[src/sv/efws_pkg.sv]
// Shared constants and types for the earliest-free worker scheduler.
// No dependencies; imported by the controller, the datapath and the top level.
`timescale 1ns / 1ps
`default_nettype none

package efws_pkg;

    localparam int MAX_WORKERS = 16;
    localparam int TIME_W      = 48;
    localparam int DUR_W       = 32;
    localparam int NW_W        = 5;
    localparam int OUT_ID_W    = 4;
    localparam int ID_W        = (MAX_WORKERS > 1) ? $clog2(MAX_WORKERS) : 1;
    localparam int CNT_W       = $clog2(MAX_WORKERS + 1);
    localparam int LVLS        = $clog2(MAX_WORKERS);
    localparam int PAD         = 2 ** LVLS;
    localparam int LVL_W       = (LVLS > 1) ? $clog2(LVLS) : 1;

    localparam logic [NW_W-1:0] NW_RESET = NW_W'(16);

    // Commands from the controller to the datapath
    typedef struct packed {
        logic load;    // capture duration and snapshot free times
        logic reduce;  // one level of the min tree
        logic commit;  // write back free time and load the output word
    } t_cmd;

    // One candidate in the min tree
    typedef struct packed {
        logic              vld;
        logic [ID_W-1:0]   id;
        logic [TIME_W-1:0] tm;
    } t_cand;

endpackage

`default_nettype wire

[src/sv/efws_dp.sv]
// Datapath: worker free times, worker count register, min tree and output word.
// Depends on efws_pkg; driven by commands from efws_ctrl.
`timescale 1ns / 1ps
`default_nettype none

module efws_dp import efws_pkg::*; (
    input  logic                i_clk,
    input  logic                i_rst_n,
    input  t_cmd                i_cmd,
    input  logic [DUR_W-1:0]    i_job_duration,
    input  logic                i_cfg_we,
    input  logic [NW_W-1:0]     i_cfg_num_workers,
    output logic [OUT_ID_W-1:0] o_worker_id,
    output logic [TIME_W-1:0]   o_start_time
);

    logic [NW_W-1:0]   r_nw;
    logic [TIME_W-1:0] r_free [MAX_WORKERS];
    t_cand             r_cand [PAD];
    t_cand             n_load [PAD];
    t_cand             n_red  [PAD];
    logic [DUR_W-1:0]  r_dur;
    logic [OUT_ID_W-1:0] r_out_id;
    logic [TIME_W-1:0] r_out_time;
    logic [CNT_W-1:0]  w_cnt;
    logic [TIME_W:0]   w_sum;
    logic [TIME_W-1:0] w_sat;

    // A valid upper candidate wins if it is strictly earlier or the lower one is invalid; lower id wins a tie
    function automatic t_cand pick(input t_cand a, input t_cand b);
        t_cand r;
        if (b.vld && (!a.vld || (b.tm < a.tm))) begin
            r = b;
        end else begin
            r = a;
        end
        return r;
    endfunction

    // Effective worker count: zero means one, clamp at the worker limit
    always_comb begin
        if (r_nw == '0) begin
            w_cnt = CNT_W'(1);
        end else if (32'(r_nw) > 32'(MAX_WORKERS)) begin
            w_cnt = CNT_W'(MAX_WORKERS);
        end else begin
            w_cnt = CNT_W'(r_nw);
        end
    end

    for (genvar g = 0; g < PAD; g++) begin : g_load
        if (g < MAX_WORKERS) begin : g_real
            assign n_load[g].vld = (32'(g) < 32'(w_cnt));
            assign n_load[g].id  = ID_W'(g);
            assign n_load[g].tm  = r_free[g];
        end else begin : g_pad
            assign n_load[g].vld = 1'b0;
            assign n_load[g].id  = ID_W'(0);
            assign n_load[g].tm  = '0;
        end
    end

    always_comb begin
        for (int i = 0; i < PAD; i++) begin
            n_red[i] = r_cand[i];
        end
        for (int i = 0; i < PAD / 2; i++) begin
            n_red[i] = pick(r_cand[2*i], r_cand[2*i+1]);
        end
    end

    assign w_sum = {1'b0, r_cand[0].tm} + (TIME_W+1)'(r_dur);
    assign w_sat = w_sum[TIME_W] ? {TIME_W{1'b1}} : w_sum[TIME_W-1:0];

    always_ff @(posedge i_clk) begin
        if (!i_rst_n) begin
            r_nw <= NW_RESET;
            for (int k = 0; k < MAX_WORKERS; k++) begin
                r_free[k] <= '0;
            end
        end else begin
            if (i_cfg_we) begin
                r_nw <= i_cfg_num_workers;
            end
            if (i_cmd.commit) begin
                r_free[r_cand[0].id] <= w_sat;
            end
        end
    end

    always_ff @(posedge i_clk) begin
        if (i_cmd.load) begin
            r_dur  <= i_job_duration;
            r_cand <= n_load;
        end else if (i_cmd.reduce) begin
            r_cand <= n_red;
        end
        if (i_cmd.commit) begin
            r_out_id   <= OUT_ID_W'(r_cand[0].id);
            r_out_time <= r_cand[0].tm;
        end
    end

    assign o_worker_id  = r_out_id;
    assign o_start_time = r_out_time;

endmodule

`default_nettype wire

[src/sv/efws_ctrl.sv]
// Controller: sequences load, tree levels and commit; owns the output valid flag.
// Depends on efws_pkg; drives efws_dp through t_cmd.
`timescale 1ns / 1ps
`default_nettype none

module efws_ctrl import efws_pkg::*; (
    input  logic i_clk,
    input  logic i_rst_n,
    input  logic i_in_valid,
    output logic o_in_ready,
    output logic o_out_valid,
    input  logic i_out_ready,
    output t_cmd o_cmd
);

    typedef enum logic [2:0] {
        S_IDLE   = 3'b001,
        S_REDUCE = 3'b010,
        S_COMMIT = 3'b100
    } t_state;

    t_state           r_state, n_state;
    logic [LVL_W-1:0] r_lvl, n_lvl;
    logic             r_out_valid;
    logic             w_accept;
    logic             w_slot_free;

    assign o_in_ready  = (r_state == S_IDLE);
    assign w_accept    = i_in_valid && o_in_ready;
    assign w_slot_free = !r_out_valid || i_out_ready;

    assign o_cmd.load   = w_accept;
    assign o_cmd.reduce = (r_state == S_REDUCE);
    assign o_cmd.commit = (r_state == S_COMMIT) && w_slot_free;

    always_comb begin
        n_state = r_state;
        n_lvl   = r_lvl;
        unique case (r_state)
            S_IDLE: begin
                n_lvl = '0;
                if (w_accept) begin
                    n_state = (LVLS == 0) ? S_COMMIT : S_REDUCE;
                end
            end
            S_REDUCE: begin
                if (r_lvl == LVL_W'(LVLS - 1)) begin
                    n_state = S_COMMIT;
                end else begin
                    n_lvl = r_lvl + LVL_W'(1);
                end
            end
            S_COMMIT: begin
                // hold until the output word slot is free
                if (w_slot_free) begin
                    n_state = S_IDLE;
                end
            end
            default: begin
                n_state = S_IDLE;
            end
        endcase
    end

    always_ff @(posedge i_clk) begin
        if (!i_rst_n) begin
            r_state     <= S_IDLE;
            r_lvl       <= '0;
            r_out_valid <= 1'b0;
        end else begin
            r_state <= n_state;
            r_lvl   <= n_lvl;
            if (o_cmd.commit) begin
                r_out_valid <= 1'b1;
            end else if (i_out_ready) begin
                r_out_valid <= 1'b0;
            end
        end
    end

    assign o_out_valid = r_out_valid;

endmodule

`default_nettype wire

[src/sv/earliest_free_worker_scheduler.sv]
// Top level of the earliest-free worker scheduler: controller plus datapath.
// Depends on efws_pkg, efws_ctrl and efws_dp.
//
//  channel  direction  handshake                     word
//  in       input      i_in_valid  / o_in_ready      i_job_duration
//  out      output     o_out_valid / i_out_ready     o_worker_id, o_start_time
//  cfg      input      i_cfg_valid / o_cfg_ready     i_cfg_num_workers
//
// One job is in flight at a time; the accept edge snapshots the free times, the
// shared min tree then reduces one level at a time, and a commit writes the new
// free time and loads the registered output word. A new job is taken the cycle
// after commit. Commit waits while the output word is still pending. Reset
// (synchronous, active low) clears all free times and sets the count to 16.
`timescale 1ns / 1ps
`default_nettype none

module earliest_free_worker_scheduler import efws_pkg::*; (
    input  logic                i_clk,
    input  logic                i_rst_n,
    input  logic                i_in_valid,
    output logic                o_in_ready,
    input  logic [DUR_W-1:0]    i_job_duration,
    output logic                o_out_valid,
    input  logic                i_out_ready,
    output logic [OUT_ID_W-1:0] o_worker_id,
    output logic [TIME_W-1:0]   o_start_time,
    input  logic                i_cfg_valid,
    output logic                o_cfg_ready,
    input  logic [NW_W-1:0]     i_cfg_num_workers
);

    t_cmd w_cmd;

    assign o_cfg_ready = 1'b1;

    efws_ctrl u_ctrl (
        .i_clk       (i_clk),
        .i_rst_n     (i_rst_n),
        .i_in_valid  (i_in_valid),
        .o_in_ready  (o_in_ready),
        .o_out_valid (o_out_valid),
        .i_out_ready (i_out_ready),
        .o_cmd       (w_cmd)
    );

    efws_dp u_dp (
        .i_clk             (i_clk),
        .i_rst_n           (i_rst_n),
        .i_cmd             (w_cmd),
        .i_job_duration    (i_job_duration),
        .i_cfg_we          (i_cfg_valid && o_cfg_ready),
        .i_cfg_num_workers (i_cfg_num_workers),
        .o_worker_id       (o_worker_id),
        .o_start_time      (o_start_time)
    );

    a_busy_after_accept: assert property (@(posedge i_clk) disable iff (!i_rst_n)
        (i_in_valid && o_in_ready) |=> !o_in_ready)
        else $error("input taken while a job is in flight");

    a_commit_slot_free: assert property (@(posedge i_clk) disable iff (!i_rst_n)
        w_cmd.commit |-> (!o_out_valid || i_out_ready))
        else $error("commit overwrites a pending output word");

    a_valid_from_commit: assert property (@(posedge i_clk) disable iff (!i_rst_n)
        $rose(o_out_valid) |-> $past(w_cmd.commit))
        else $error("output valid without a commit");

endmodule

`default_nettype wire
[config.mk]
export PLATFORM = sky130hd
export DESIGN_NAME = earliest_free_worker_scheduler
export DESIGN_NICKNAME = d
export VERILOG_FILES = /design/src/sv/efws_pkg.sv /design/src/sv/efws_dp.sv /design/src/sv/efws_ctrl.sv /design/src/sv/earliest_free_worker_scheduler.sv
export SDC_FILE = /design/constraint.sdc
export NUM_CORES = 2
export LEC_CHECK = 0
export BUFFER_PORTS_ARGS = -buffer_cell sky130_fd_sc_hd__buf_2
export CAP_MARGIN = 10
export CORE_MARGIN = 2
export CORE_UTILIZATION = 47
export CTS_BUF_LIST = sky130_fd_sc_hd__clkbuf_16
export CTS_CLUSTER_DIAMETER = 40
export DETAILED_ROUTE_END_ITERATION = 8
export HOLD_SLACK_MARGIN = 0.05
export MAX_ROUTING_LAYER = met4
export RECOVER_POWER = 50
export SLEW_MARGIN = 15
export SYNTH_ARGS = -nofsm -noshare
export SYNTH_HDL_FRONTEND = slang
export SYNTH_SLANG_ARGS = --single-unit
[constraint.sdc]
create_clock -name i_clk -period 14.1 [get_ports i_clk]
set_clock_uncertainty 0.2 [all_clocks]
set_input_delay 2.115 -clock i_clk [delete_from_list [all_inputs] [get_ports i_clk]]
set_output_delay 2.115 -clock i_clk [all_outputs]
set_load 0.1 [all_outputs]
==> results.yml <==
die:
  start_util: 0.474
  dieWidth_um: 404
  fp.dieH_um: 404
  ios: 97
  die-area_sq_um: 163000
  coreArea_sq_um: 159000
  row_count: 146
pwr:
  clkPwrFrac: 0.444
  power_frac_comb: 0.111
  p_sw_frac: 0.272
  p_switching_mw: 3.64
  power_density_nw_per_um2: 156
  peakVddDrop_mv: 0.139
  leakagePower_nw: 32.4
  seqPwrFrac: 0.445
  p_int_mw: 9.76
global_routing:
  grt_pass1_vias: 48268
  grt_usage: 0.269
  grt_max_degree: 168
  grt_first_pass_wirelength_mm: 316
  antenna_found_initial: 12
  grt_overflow: 0
drt:
  drc: 0
  routedWlPerCell_um: 25.8
  ant_nets: 0
  drt-vias-per-instance: 5.94
  drt_iter0_markers: 5514
  drt_wl_total_mm: 214
  via_count: 49491
  dr.pass1.iters: 6
clocking:
  cts_tree: "done"
  post-cts-setup-buffers: 0
  path_clk_slew_ps: 60
  cts_buffers: 229
  holdBufCountCts: 0
  clk_latency_ps: 850
  htreeDepth: 4
  clock_path_buffers: 3
  cts_resized: 0
  clk_root_buffer_cell: "clkbuf_16"
  cts.sinks: 1668
setup_path:
  endpoint_kind: "flip-flop"
  crit_arrival_ps: 9180
  worstPathRequired_ps: 14250
  crit_chain: "buf_2 > nand2_1 > clkbuf_1 > nand2_1 > clkbuf_1 > clkbuf_1"
  critPathMostFrequentCell: "clkbuf_1"
  critPathMaxFanout: 60
  cpLargestDelayFamily: "buffers and inverters"
  crit_type: "input port to flip-flop"
  start_kind: "input port"
  critPathSlowestCell: "clkbuf_1"
  crit_buf_inv: 4
  slowest_delay_ps: 2760
placement:
  post-dp-hpwl_mm: 135
  dpl_cell_area_sq_um: 78200
  gp_congestion: 0.908
  dp.cells: 7893
  port_buffers: 95
synthesis:
  syn_area_sq_um: 75200
  synth_top_area_share: 0.653
  synth-seq-cells: 1668
  postSynthNetCount: 6444
  synth-edff-count: 1636
  seq_area_frac_synth: 0.662
  async_reset_ff_frac: 0
  ys.flop_type: "edfxtp_1"
  synth_largest_area_cell: "edfxtp_1"
  synth_cells: 5992
  yosysUniqueCellTypes: 80
  synthTopCellsByArea: "edfxtp_1, ha_1, nand2_1, nor2_1, o211ai_1"
  ys_warn_count: 0
  synth.avg_cell_area_sq_um: 12.6
timing:
  whs_ps: 203
  setup_viol_count_final: 0
  hold_viol: 0
  finalMaxSlewViolations: 1606
  worstMarginPinSlew_ps: 4440
  period_needed_ps: 9030
  fmax_mhz: 111
  min_period_over_period: 0.641
  max_slew_margin: -1.96
  setup_tns_ps: 0
  rsz0062_at_grt: "false"
outcome:
  status: "complete, but fails checks"
  violations: "max-capacitance violations, max-slew violations"
layout:
  area_growth_pct: 14.3
  final_util: 0.542
  final_nets: 6504
  final_cells: 8326
  final_cell_area_sq_um: 86000
  post_route_cells_drive_above_1_share: 0.106
worst_hold_path:
  min-delay-path-class: "flip-flop to flip-flop"
job:
  max_cap_viol_count: 33
## cell usage in the layout, fill, tap and decap left out, drive strengths merged, types with 121 or more instances in the layout
| cell | instances |
|---|---|
| clkbuf | 325 |
| nor3 | 123 |
| inv | 471 |
| buf | 121 |
| nor2 | 630 |
| edfxtp | 1636 |
| a21o | 140 |
| nand4 | 205 |
| a21oi | 287 |
| o211ai | 209 |
| o21ai | 227 |
| nand2 | 660 |
| ha | 409 |
## synth_stat cells, types with 59 or more instances
cell type  number
mux2i_1       111
nor2_1        611
nor3_1        121
nand3_1        85
o21ai_0       224
and3_1         59
clkbuf_1      312
nand2_1       660
inv_1         401
o211ai_1      207
ha_1          409
nand4_1       205
a21o_1        139
edfxtp_1     1636
a21oi_1       284
## through the flow
step                setup slack (ps)  power (mW)
finish                          5070        13.4
global route                    4490        13.8
CTS                             8410        13.5
detailed placement              7780        7.51
global placement                7870        7.48
floorplan                       3180        6.87
## power by group through the flow
stage	combinational (mW)	sequential [mW]	clock, mW
CTS	1.47	5.95	6.03
global placement	1.44	6.04	0
finish	1.49	5.96	5.96
global route	1.60	5.98	6.25
floorplan	0.866	6.01	0
detailed placement	1.47	6.04	0
## sequential cells by signal, indices dropped and copies added (netlist names)
name and count:
u_dp.r_nw 5, u_dp.r_free 768, u_dp.r_dur 32, u_ctrl.r_state 3, u_dp.o_start_time 48, u_dp.n_red 392
u_ctrl.r_lvl 2, u_ctrl.o_out_valid 1, u_dp.r_cand 413, u_dp.o_worker_id 4
## layer usage
layer	share of wire	wire, um	up-vias	global-route usage
met1	0.43	91800	24818	0.373
li1	-	-	22212	-
met4	0.032	6930	0	0.0867
met2	0.46	97900	2107	0.407
met5	0	0	-	-
met3	0.083	17800	354	0.0449
## worst paths after layout
| path | from | to | slack, ps | cells past startpoint |
|---|---|---|---|---|
| worst min register to register | u_dp.r_free[8][30]$_SDFFCE_PN0P_ | u_dp.n_red[401]$_DFFE_PP_ | 200 | 0 |
| worst max register to register | u_ctrl.r_state[0]$_SDFFE_PN1P_ | u_dp.r_cand[535]$_DFFE_PP_ | 5640 | 7 |
| worst max-delay path | i_in_valid | u_dp.r_cand[535]$_DFFE_PP_ | 5070 | 6 |
| worst min-delay path | u_dp.r_free[8][30]$_SDFFCE_PN0P_ | u_dp.n_red[401]$_DFFE_PP_ | 200 | 0 |
## final cells by class
cell class | count | area [sq um]
fill | 13181 | 72800
antenna | 2 | 5.00
timing repair buffer | 214 | 1210
clock inverter | 199 | 2250
clock buffer | 232 | 5810
inverter | 402 | 1520
multi-input combinational | 3537 | 22800
sequential | 1668 | 49800
tap | 2072 | 2590
## logic make-up (layout without fill, tap and decap cells)
| kind of cell | count (synthesis) | count (layout) | share of synthesized area |
|---|---|---|---|
| flip-flops | 1668 | 1668 | 0.662 |
| other | 1 | 3 | 0.0000498 |
| multiplexers | 159 | 159 | 0.0220 |
| XOR/XNOR | 25 | 25 | 0.00291 |
| buffers and inverters | 787 | 1047 | 0.0406 |
| AO/OA/AOI/OAI | 1085 | 1085 | 0.0947 |
| adder cells (fa/ha/maj) | 410 | 410 | 0.0683 |
| AND/OR/NAND/NOR | 1857 | 1857 | 0.110 |
Note: power is estimated with default switching activity, not from simulation.
